**src/hw/rtl/tli_pkg.sv**
```systemverilog
package tli_pkg;

    localparam int XW = 16;
    localparam int YW = 16;
    localparam int STW = 3;
    localparam int CFGW = 7;
    localparam int FIDXW = 6;

    typedef enum logic [STW-1:0] {
        ST_INTERP = 3'd0,
        ST_EXACT  = 3'd1,
        ST_BELOW  = 3'd2,
        ST_ABOVE  = 3'd3,
        ST_FLAT   = 3'd4,
        ST_WRITE  = 3'd5
    } t_status;

    localparam logic OP_WRITE = 1'b0;
    localparam logic OP_QUERY = 1'b1;

    // one queued transaction between front and back
    typedef struct packed {
        logic             opcode;
        logic [FIDXW-1:0] entry_index;
        logic [XW-1:0]    x_value;
        logic [YW-1:0]    y_value;
    } t_cmd;

    typedef enum logic [3:0] {
        S_IDLE,
        S_RD0,
        S_WALK,
        S_RDSEG,
        S_SEGW,
        S_MUL,
        S_DIV,
        S_ROUND,
        S_OUT
    } t_state;

endpackage

```
**src/hw/rtl/tli_front.sv**
```systemverilog
module tli_front
    import tli_pkg::*;
(
    input  logic       i_clk,
    input  logic       i_rst_n,
    input  logic       i_valid,
    output logic       o_stall,
    input  t_cmd       i_cmd,
    output logic       o_q_valid,
    input  logic       i_q_pop,
    output t_cmd       o_q_cmd
);

    // two-entry queue
    t_cmd       r_mem [2];
    logic       r_wp;
    logic       r_rp;
    logic [1:0] r_cnt;
    logic       push;

    assign o_stall   = (r_cnt == 2'd2);
    assign push      = i_valid && !o_stall;
    assign o_q_valid = (r_cnt != 2'd0);
    assign o_q_cmd   = r_mem[r_rp];

    always_ff @(posedge i_clk) begin
        if (push) begin
            r_mem[r_wp] <= i_cmd;
        end
        if (!i_rst_n) begin
            r_wp  <= 1'b0;
            r_rp  <= 1'b0;
            r_cnt <= 2'd0;
        end else begin
            if (push) r_wp <= ~r_wp;
            if (i_q_pop) r_rp <= ~r_rp;
            r_cnt <= r_cnt + {1'b0, push} - {1'b0, i_q_pop};
        end
    end

endmodule

```
**src/hw/rtl/tli_back.sv**
```systemverilog
module tli_back
    import tli_pkg::*;
#(
    parameter int TABLE_DEPTH = 64
) (
    input  logic                 i_clk,
    input  logic                 i_rst_n,
    input  logic                 i_q_valid,
    output logic                 o_q_pop,
    input  t_cmd                 i_cmd,
    input  logic [CFGW-1:0]      i_entries,
    output logic                 o_valid,
    input  logic                 i_stall,
    output logic signed [YW-1:0] o_y_result,
    output logic [STW-1:0]       o_status,
    output logic [FIDXW-1:0]     o_segment_index
);

    localparam int AW = (TABLE_DEPTH > 1) ? $clog2(TABLE_DEPTH) : 1;
    localparam int CW = AW + 1;
    localparam int NW = 34;
    localparam int DW = 17;

    logic signed [XW-1:0] r_xmem [TABLE_DEPTH];
    logic signed [YW-1:0] r_ymem [TABLE_DEPTH];
    logic signed [XW-1:0] r_xrd;
    logic signed [YW-1:0] r_yrd;
    logic [AW-1:0]        rd_addr;

    t_state r_state, n_state;
    logic signed [XW-1:0] r_qx;
    logic [CW-1:0] r_i, n_i;
    logic [CW-1:0] r_n;
    logic [AW-1:0] r_seg, n_seg;
    logic          r_hi;
    logic signed [XW-1:0] r_a;
    logic signed [YW-1:0] r_fa;
    t_status r_st, n_st;
    logic [DW-1:0]       r_dx;
    logic [DW-1:0]       r_dy;
    logic [DW-1:0]       r_den;
    logic [NW:0]         r_num;
    logic                r_neg;
    logic [NW:0]         r_rem;
    logic [NW:0]         r_quo;
    logic [5:0]          r_bit;

    logic [CW-1:0] n_clamped;
    logic signed [DW:0] dx_w;
    logic signed [DW:0] dy_w;
    logic signed [DW:0] seg_w;
    logic [2*DW-1:0] prod;
    logic [NW+1:0] trial;
    logic signed [NW+2:0] rnd_sum;

    always_comb begin
        if (i_entries < CFGW'(2)) n_clamped = CW'(2);
        else if ({{(32-CFGW){1'b0}}, i_entries} > 32'(TABLE_DEPTH))
            n_clamped = CW'(TABLE_DEPTH);
        else n_clamped = CW'(i_entries);
    end

    // read address by state
    always_comb begin
        unique case (r_state)
            S_RDSEG: rd_addr = r_hi ? AW'(r_seg + 1'b1) : r_seg;
            default: rd_addr = r_i[AW-1:0];
        endcase
    end

    always_ff @(posedge i_clk) begin
        if (r_state == S_IDLE && i_q_valid && i_cmd.opcode == OP_WRITE
            && {{(32-FIDXW){1'b0}}, i_cmd.entry_index} < 32'(TABLE_DEPTH)) begin
            r_xmem[AW'(i_cmd.entry_index)] <= i_cmd.x_value;
            r_ymem[AW'(i_cmd.entry_index)] <= i_cmd.y_value;
        end
        r_xrd <= r_xmem[rd_addr];
        r_yrd <= r_ymem[rd_addr];
    end

    // r_a/r_fa hold the lower entry; r_xrd/r_yrd hold the upper entry in S_SEGW
    assign dx_w  = (DW+1)'(r_qx) - (DW+1)'(r_a);
    assign dy_w  = (DW+1)'(r_yrd) - (DW+1)'(r_fa);
    assign seg_w = (DW+1)'(r_xrd) - (DW+1)'(r_a);
    assign prod  = r_dx * r_dy;

    assign trial = {r_rem[NW:0], r_num[NW]} - {{(NW+1-DW){1'b0}}, r_den, 1'b0};
    assign rnd_sum = (r_neg ? -$signed({2'b00, r_quo}) : $signed({2'b00, r_quo}))
                     + (NW+3)'(r_fa);

    always_comb begin
        n_state = r_state;
        n_i = r_i;
        n_seg = r_seg;
        n_st = r_st;
        o_q_pop = 1'b0;
        unique case (r_state)
            S_IDLE: if (i_q_valid) begin
                o_q_pop = 1'b1;
                n_i = '0;
                n_state = (i_cmd.opcode == OP_WRITE) ? S_OUT : S_RD0;
            end
            S_RD0: n_state = S_WALK;
            S_WALK: begin
                if (r_i == '0 && r_qx < r_xrd) begin
                    n_seg = '0; n_st = ST_BELOW; n_state = S_RDSEG;
                end else if (r_xrd == r_qx) begin
                    n_seg = r_i[AW-1:0]; n_st = ST_EXACT; n_state = S_OUT;
                end else if (r_xrd > r_qx) begin
                    n_seg = (r_i == '0) ? '0 : AW'(r_i - 1'b1);
                    n_st = ST_INTERP; n_state = S_RDSEG;
                end else if (r_i + 1'b1 >= r_n) begin
                    n_seg = AW'(r_n - CW'(2)); n_st = ST_ABOVE; n_state = S_RDSEG;
                end else begin
                    n_i = r_i + 1'b1; n_state = S_RD0;
                end
            end
            S_RDSEG: n_state = r_hi ? S_SEGW : S_RDSEG;
            S_SEGW: begin
                n_state = S_MUL;
                if (seg_w == '0) n_st = ST_FLAT;
            end
            S_MUL: n_state = (r_st == ST_FLAT) ? S_OUT : S_DIV;
            S_DIV: n_state = (r_bit == '0) ? S_ROUND : S_DIV;
            S_ROUND: n_state = S_OUT;
            S_OUT: if (!i_stall) n_state = S_IDLE;
            default: n_state = S_IDLE;
        endcase
    end

    always_ff @(posedge i_clk) begin
        if (!i_rst_n) begin
            r_state <= S_IDLE;
            o_valid <= 1'b0;
        end else begin
            r_state <= n_state;
            o_valid <= (n_state == S_OUT);
        end
        r_i <= n_i;
        r_seg <= n_seg;
        r_st <= n_st;
        unique case (r_state)
            S_IDLE: begin
                r_qx <= i_cmd.x_value;
                r_n <= n_clamped;
                r_hi <= 1'b0;
                if (i_cmd.opcode == OP_WRITE) begin
                    o_y_result <= '0;
                    o_status <= ST_WRITE;
                    o_segment_index <= '0;
                end
            end
            S_WALK: begin
                r_hi <= 1'b0;
                if (n_state == S_OUT) begin
                    o_y_result <= r_yrd;
                    o_status <= ST_EXACT;
                    o_segment_index <= FIDXW'(r_i);
                end
            end
            // lower entry address issued first, upper second
            S_RDSEG: begin
                r_hi <= 1'b1;
                if (r_hi) begin
                    r_a  <= r_xrd;
                    r_fa <= r_yrd;
                end
            end
            S_SEGW: begin
                r_dx  <= DW'(dx_w[DW] ? -dx_w : dx_w);
                r_dy  <= DW'(dy_w[DW] ? -dy_w : dy_w);
                r_den <= DW'(seg_w[DW] ? -seg_w : seg_w);
                r_neg <= dx_w[DW] ^ dy_w[DW] ^ seg_w[DW];
            end
            S_MUL: begin
                r_num <= {prod[NW-1:0], 1'b0} + {{(NW+1-DW){1'b0}}, r_den};
                r_rem <= '0;
                r_quo <= '0;
                r_bit <= 6'(NW);
                if (r_st == ST_FLAT) begin
                    o_y_result <= r_fa;
                    o_status <= ST_FLAT;
                    o_segment_index <= FIDXW'(r_seg);
                end
            end
            // restoring divide of 2*num + den by 2*den, rounds half away from zero
            S_DIV: begin
                if (!trial[NW+1]) begin
                    r_rem <= trial[NW:0];
                    r_quo <= {r_quo[NW-1:0], 1'b1};
                end else begin
                    r_rem <= {r_rem[NW-1:0], r_num[NW]};
                    r_quo <= {r_quo[NW-1:0], 1'b0};
                end
                r_num <= {r_num[NW-1:0], 1'b0};
                r_bit <= r_bit - 1'b1;
            end
            S_ROUND: begin
                if (rnd_sum > (NW+3)'(32767)) o_y_result <= 16'sh7fff;
                else if (rnd_sum < -(NW+3)'(32768)) o_y_result <= 16'sh8000;
                else o_y_result <= rnd_sum[YW-1:0];
                o_status <= r_st;
                o_segment_index <= FIDXW'(r_seg);
            end
            default: ;
        endcase
    end

endmodule

```
**src/hw/rtl/table_linear_interpolator.sv**
```systemverilog
// channel | direction | handshake     | payload
// query   | in        | valid / stall | opcode, entry_index, x_value, y_value
// result  | out       | valid / stall | y_result, status, segment_index
// config  | in        | valid / ready | entries_in_use
// a write is a queue pop then a result; a query is a pop, then a read and a compare per breakpoint
// exact hit: result next; else segment read, multiply, restoring divide, round, result
// a zero-width segment goes out after the multiply
// two-entry queue stalls the input only when full; a stalled result holds the back end
// reset is synchronous and clears control state and sets entries_in_use to 2
module table_linear_interpolator
    import tli_pkg::*;
#(
    parameter int TABLE_DEPTH = 64
) (
    input  logic                 i_clk,
    input  logic                 i_rst_n,
    input  logic                 i_valid,
    output logic                 o_stall,
    input  logic                 i_opcode,
    input  logic [FIDXW-1:0]     i_entry_index,
    input  logic signed [XW-1:0] i_x_value,
    input  logic signed [YW-1:0] i_y_value,
    output logic                 o_valid,
    input  logic                 i_stall,
    output logic signed [YW-1:0] o_y_result,
    output logic [STW-1:0]       o_status,
    output logic [FIDXW-1:0]     o_segment_index,
    input  logic                 i_cfg_valid,
    output logic                 o_cfg_ready,
    input  logic [CFGW-1:0]      i_cfg_data
);

    logic [CFGW-1:0] r_entries;
    t_cmd cmd_in, q_cmd;
    logic q_valid, q_pop;

    assign o_cfg_ready = 1'b1;
    always_ff @(posedge i_clk) begin
        if (!i_rst_n) r_entries <= CFGW'(2);
        else if (i_cfg_valid) r_entries <= i_cfg_data;
    end

    assign cmd_in = '{opcode: i_opcode, entry_index: i_entry_index,
                      x_value: i_x_value, y_value: i_y_value};

    tli_front u_front (
        .i_clk, .i_rst_n, .i_valid, .o_stall, .i_cmd(cmd_in),
        .o_q_valid(q_valid), .i_q_pop(q_pop), .o_q_cmd(q_cmd)
    );

    tli_back #(.TABLE_DEPTH(TABLE_DEPTH)) u_back (
        .i_clk, .i_rst_n, .i_q_valid(q_valid), .o_q_pop(q_pop), .i_cmd(q_cmd),
        .i_entries(r_entries), .o_valid, .i_stall, .o_y_result, .o_status,
        .o_segment_index
    );

endmodule

```
**config.mk**
```make
export PLATFORM = sky130hd
export DESIGN_NAME = table_linear_interpolator
export DESIGN_NICKNAME = d
export VERILOG_FILES = /design/src/hw/rtl/tli_pkg.sv /design/src/hw/rtl/tli_front.sv /design/src/hw/rtl/tli_back.sv /design/src/hw/rtl/table_linear_interpolator.sv
export SDC_FILE = /design/constraint.sdc
export NUM_CORES = 2
export LEC_CHECK = 0
export ABC_CLOCK_PERIOD_IN_PS = 23400
export BUFFER_PORTS_ARGS = -buffer_cell sky130_fd_sc_hd__clkbuf_2
export CAP_MARGIN = 20
export CORE_MARGIN = 2
export CORE_UTILIZATION = 60
export CTS_CLUSTER_DIAMETER = 80
export DETAILED_ROUTE_END_ITERATION = 16
export GPL_TIMING_DRIVEN = 0
export PLACE_DENSITY = 0.79
export SYNTH_ARGS = -nofsm -noshare
export SYNTH_HDL_FRONTEND = slang
export SYNTH_SLANG_ARGS = --single-unit
```
**constraint.sdc**
```tcl
create_clock -name i_clk -period 23.4 [get_ports i_clk]
set_input_delay 1.17 -clock i_clk [delete_from_list [all_inputs] [get_ports i_clk]]
set_output_delay 1.17 -clock i_clk [all_outputs]
set_load 0.01 [all_outputs]
```
### Yosys cells after proc, flatten, opt, wreduce, memory -nomap -nowiden

Memories as Yosys holds them, arrays and structs flattened. A register that Yosys moved wholly into a read port is not among the register bits.
Index checks and enable logic that the tools add are counted.

* output and inout port bits: 28
* logic and storage cells: 167
* register bits after elaboration: 276
* input port bits: 51
* memories kept: 3
* memory bits (writable): 2126

Memories
* u_back.r_xmem: depth 64, width 16, rd ports 1, clocked after Yosys merged registers in 1, write ports 1, RTL line tli_back.sv:24 `logic signed [XW-1:0] r_xmem [TABLE_DEPTH];`
* u_back.r_ymem: depth 64, width 16, rd ports 1, clocked after Yosys merged registers in 1, write ports 1, RTL line tli_back.sv:25 `logic signed [YW-1:0] r_ymem [TABLE_DEPTH];`
* u_front.r_mem: depth 2, width 39, rd ports 1, clocked after Yosys merged registers in 1, write ports 1, RTL line tli_front.sv:15 `t_cmd r_mem [2];`

* $add $sub $neg: 17
* reductions and logical operators: 23
* equality and inequality tests: 22
* mux-type cells: 63
* $lt $le $gt $ge: 7
* multipliers: 1
* bitwise logic cells: 5

Operators with widths (number)
* $pmux 35 s2: 3
* $mux 16: 5
* $pmux 16 s4: 1
* $mux 6: 9
* $mux 17: 3
* $neg 17->17: 3
* $sub 16x16->17: 3
* $mux 7: 6
* $add 37x16->37: 1
* $gt 37x16->1 const B: 1
* $lt 37x16->1 const B: 1
* $mux 37: 1
* $neg 35->37: 1
* $pmux 4 s9: 1
* $sub 36x18->36: 1
* $add 35x17->35: 1
* $mux 35: 1
* $mul 17x17->34: 1
* $mux 4: 7
* $mux 3: 9
* $pmux 6 s4: 1
* $logic_not 18->1: 1
* $eq 16x16->1: 1
* $eq 4x3->1 const B: 4
* 40 further kinds: 72

### Depth between registers and ports, before layout

* depth in word-level cells: 10
* depth in mapped cells: 33
* gate-level depth less buffers: 31

### Modules after synthesis

Synthesis repeated with hierarchy kept, for this count alone.

* cell total of the unflattened synthesis: 6904
* area total of the unflattened synthesis: 111948.6 µm²

Modules (own cells, without submodules)
* tli_back: cells each 6734, sequential area each 70047.2 µm², instances 1, area each 108587.9 µm²
* tli_front: cells each 146, sequential area each 2442.3 µm², instances 1, area each 3086.7 µm²
* table_linear_interpolator: cells each 24, sequential area each 140.1 µm², instances 1, area each 274.0 µm²

### Worst setup path after synthesis

Ideal clock, no wire load.

* kind: register to register
* start: reg u_back.r_state[2]
* end: reg u_back.r_bit[0] (enable)
* clock period less this slack: 9.421 ns
* cell stages (with the launch flop): 5
* required time: 22.666 ns
* library setup time: 0.734 ns
* buffers on the path: 1
* slack: 13.979 ns
* data arrival time: 8.687 ns
* cells stage by stage: dfxtp_1 > clkbuf_1 > nor2b_1 > nand2_1 > o21ai_0

* cells in the longest elaborated chain, start to end: 2
* elaborated cells between the ends (all ways): 3
* those cells by class: 2 x eq/ne; 1 x reduce/logical

RTL lines
* start, declared: RTL line tli_back.sv:30 `t_state r_state, n_state;`
* start signal, assigned: RTL line tli_back.sv:136 `r_state <= n_state;`
* $eq 4x3->1: RTL line tli_back.sv:142 `unique case (r_state)`
* $reduce_bool 2->1 (no source line) (*)
* end signal, assigned: RTL line tli_back.sv:179 `r_bit <= 6'(NW);`
* end signal, assigned: RTL line tli_back.sv:196 `r_bit <= r_bit - 1'b1;`
* end, declared: RTL line tli_back.sv:46 `logic [5:0] r_bit;`

Every way passes the cells marked *; elsewhere a longest branch is shown, timed or not.
A chain may end at the register's enable or synchronous reset.

### Worst setup path in the final report

* start: reg u_back.r_dy[10]
* end: reg u_back.r_num[33] (data pin)

* cells in the longest elaborated chain, start to end: 3

RTL lines
* start, declared: RTL line tli_back.sv:40 `logic [DW-1:0] r_dy;`
* start signal, assigned: RTL line tli_back.sv:171 `r_dy <= DW'(dy_w[DW] ? -dy_w : dy_w);`
* $mul 17x17->34: RTL line tli_back.sv:85 `assign prod = r_dx * r_dy;`
* $add 35x17->35: RTL line tli_back.sv:176 `r_num <= {prod[NW-1:0], 1'b0} + {{(NW+1-DW){1'b0}}, r_den};`
* $pmux 35 s2: RTL line tli_back.sv:142
* end signal, assigned: RTL line tli_back.sv:176
* end signal, assigned: RTL line tli_back.sv:195 `r_num <= {r_num[NW-1:0], 1'b0};`
* end, declared: RTL line tli_back.sv:42 `logic [NW:0] r_num;`

Every way passes these cells.

==> metrics.txt <==
outcome=finished clean; area leader, netlist=edfxtp_1; H-tree levels=4; post-cts hold buffer count=0; PD cells=around 120 mW/mm^2; share of the synthesized area in the top cell type=64.0%; Pre-antenna DRT Iters=7; initial core utilization=just over 60%; CP max FO=10; transition time of the tightest slew-check pin=between 1 and 1.5 ns; Post-Syn Area=about 0.11 sq mm; chip height=between 400 and 500 um; core footprint=roughly 0.19 sq mm; normalized max-slew margin=14.3%; most used cell, CP=fa_1; CTS Buf Count=around 230; total grt overflow=0; post-synthesis mux area share=about 12%; Clock Skews=a little over 0.1 ns; Critical Path AT=roughly 9 ns; Final setup viols=0; Tmin final=between 8 and 9 ns; Hold Path Class=reg2reg; average size of a mapped cell=16.2 sq um; register bit total from synthesis=2,435; leading post-synthesis cells by cell area=edfxtp_1 64%, mux4_2 10%, fa_1 4.1%; gpl congestion=between 0.9 and 1; CP Capture Type=register; dpl cells=9,553; die width=436 um; post-cts resize count=0; Seq/Total Area, Yosys=roughly two thirds; post-route ant nets=0; Adder-Cell Fraction of Synth Area=roughly 7.0%; clk buf depth=3; final worst slack=between 10 and 15 ns; initial antenna violation count=19; # clock sinks=around 2,400; FFs w/ async S/R, synth=0%; DRT iter0 DRCs=just under 10,000; row cnt=158; CTS tree=built; CP Launch Type=register; vias=68,100; EDFF count, synth=approximately 2,400; worst skew pair latency=approximately 0.90 ns; area grow syn2layout=12.4%; Root Driver=clkbuf_16; P_leak=between 40 and 50 nW; Syn Nets=7,430; cell area after layout=0.126 sq mm; Layout Nets=between 7,000 and 8,000; Post-Synthesis Cells=about 6,900; worst endpoint required time=approximately 24 ns; RSZ-0062 raised after global routing=false; Slew Viols, Final=0; largest net degree at the start of global routing=between 60 and 70; Total Routing Usage GR=~34%; number of global-route vias before repair=~70,000; CP Class=reg2reg; utilization after layout=67.8%; Via density=6.81; clock slew at reported path FFs=roughly 0.060 ns; Crit path largest cell delay=~0.6 ns; global-route wire length before repair=~460,000 um; compound-gate portion of the synthesized area=under 10%; share of cells above drive strength 1=between 10% and 20%; post-synth cell types=89; I/O pin count=79; Setup Buffers After CTS=0; max-cap violations=0; Synth Flop Type=edfxtp_1; Synth warnings=0; dpl ws=~15 ns; DRT Wirelength=around 320,000 um; number of buffers added on ports=76; Setup Total Neg Slack=0 ns; Buf+Inv Stages, Crit Path=7; Synth Area in XOR/XNOR=~1.7%; Max VDD drop=a little under 0.1 mV; WL per Instance=32.1 um; DP Area=0.118 sq mm; non-filler cells, final=approximately 10,000; fmax=119 MHz; DIE AREA=about 0.19 sq mm; cell family with the largest share of critical-path delay=adder cells; DRC errors left=0; Final Hold Viols=0; DP HPWL=207,000 um; CP max-delay cell=clkbuf_1; largest family of logic cells by synthesized area=multiplexers; fin crit share=~36%; Post-Synth Simple-Gate Area=5.82%
[sequential cells by signal, summed over array words and instances (netlist names), 16 cells and up, named ones only]
signal and cells:
u_back.r_xrd 16, u_back.r_num 35, u_back.r_quo 35, u_back.o_y_result 16, u_back.r_den 17, u_back.r_ymem 1024
u_back.r_yrd 16, u_back.r_fa 16, u_back.r_dx 17, u_back.r_dy 17, u_back.r_xmem 1024, u_back.r_a 16
u_front.r_mem 78, u_back.r_rem 35, u_back.r_qx 16
[cell families after synthesis]
kind of cell / after synthesis
multiplexers: 703
flip-flops: 2435
AO/OA/AOI/OAI: 983
AND/OR/NAND/NOR: 1296
adder cells (fa/ha/maj): 491
buffers and inverters: 757
XOR/XNOR: 222
other: 1
[final cells by class]
type                    instances  area [sq um]
flip-flops and latches       2435         72600
diodes                          5          12.5
clock buffers                 279          6010
multi-input cells            3696         36900
inverters                     436          1640
clock inverters               145          1350
repair buffers                194          2800
well taps                    2480          3100
plain buffers                 321          1290
fillers                     11500         59700
[cell usage after synthesis (9+ instances only)]
master       n
nor2b_1    164
o211ai_1    20
or4_1       13
or3_1       37
inv_1      436
o21ai_0    138
o31ai_1     28
a21boi_0    10
nand2_1    388
a22oi_1     17
xor2_1      60
mux2i_1    151
nand3_1     77
xnor2_1    162
fa_1       230
ha_1       261
a211oi_1   256
nand4_1     25
buf_1       38
clkbuf_1   227
o21a_1      38
edfxtp_1  2386
dfxtp_1     49
nor4_1      14
a31o_2      12
mux2_2      40
a21oi_1    280
buf_2       52
and3_1      27
and2_1     178
a31oi_1     26
mux4_2     512
a211o_1      9
nor3_1      56
o41ai_1     13
nor2_1     232
o21bai_1    17
nand2b_1    25
or2_2       17
a21o_1      34
nor3b_1      9
[power breakdown]
part	total [mW]	leakage [nW]	internal [mW]	switching, mW
sequential	5.40	22.1	5.31	0.0942
clock	3.69	3.57	2.02	1.67
combinational	5.38	17.5	1.84	3.54
total	14.5	43.2	9.17	5.31
[worst reg2reg max path, cell delays in order, from the launching register on]
cell and delay (ns):
edfxtp_1 0.32, clkbuf_1 0.52, clkbuf_1 0.61, nand2_1 0.16
fa_1 0.51, inv_1 0.05, fa_1 0.50, inv_1 0.05
fa_1 0.53, inv_1 0.05, fa_1 0.47, fa_1 0.49
inv_1 0.05, fa_1 0.51, inv_1 0.06, ha_1 0.37
a21oi_1 0.41, a21boi_0 0.17, a311oi_1 0.51, o211ai_1 0.31
a211oi_1 0.32, xnor2_1 0.23, nand4_1 0.21, nor4_1 0.35
mux2i_1 0.31, nand2_1 0.09
[worst paths after layout]
path                            slack, ns  cells past startpoint             from               end
worst max-delay path                14.97                     25  u_back.r_dy[10]  u_back.r_num[33]
worst min-delay path                 0.47                      0  u_back.r_xrd[4]     u_back.r_a[4]
worst max register to register      14.97                     25  u_back.r_dy[10]  u_back.r_num[33]
worst min register to register       0.47                      0  u_back.r_xrd[4]     u_back.r_a[4]
[placed cells by master, fill, tap and decap left out, types with 49 or more instances in the layout]
cell type,n
mux2i_1,151
nor2_4,65
nor2_1,167
inv_1,436
clkinv_1,53
mux4_2,512
nor2b_1,164
a21oi_1,279
nand2_1,388
xnor2_1,162
clkbuf_16,231
buf_12,62
a211oi_1,254
dfxtp_1,49
edfxtp_1,2386
and2_1,177
nor3_1,55
ha_1,261
buf_2,53
clkbuf_2,79
nand3_1,77
o21ai_0,137
xor2_1,60
fa_1,230
clkbuf_1,268
[per-stage QoR]
step                      total power, mW  hold WS, ns
after global routing                 14.8        0.465
final                                14.5        0.475
after floorplan                      8.54        0.431
after detailed placement             10.5        0.466
after CTS                            14.3        0.437
after global placement               10.3        0.462
[layer usage]
| layer | part of all wire (%) | GRT usage [%] | vias up |
|---|---|---|---|
| li1 | - | - | 27400 |
| met1 | 33 | 41.7 | 34200 |
| met2 | 48 | 54.3 | 5285 |
| met3 | 11 | 7.82 | 1167 |
| met4 | 7.9 | 21.3 | 22 |
| met5 | 0.064 | 0.151 | - |
Note: power is estimated with default switching activity, not from simulation.
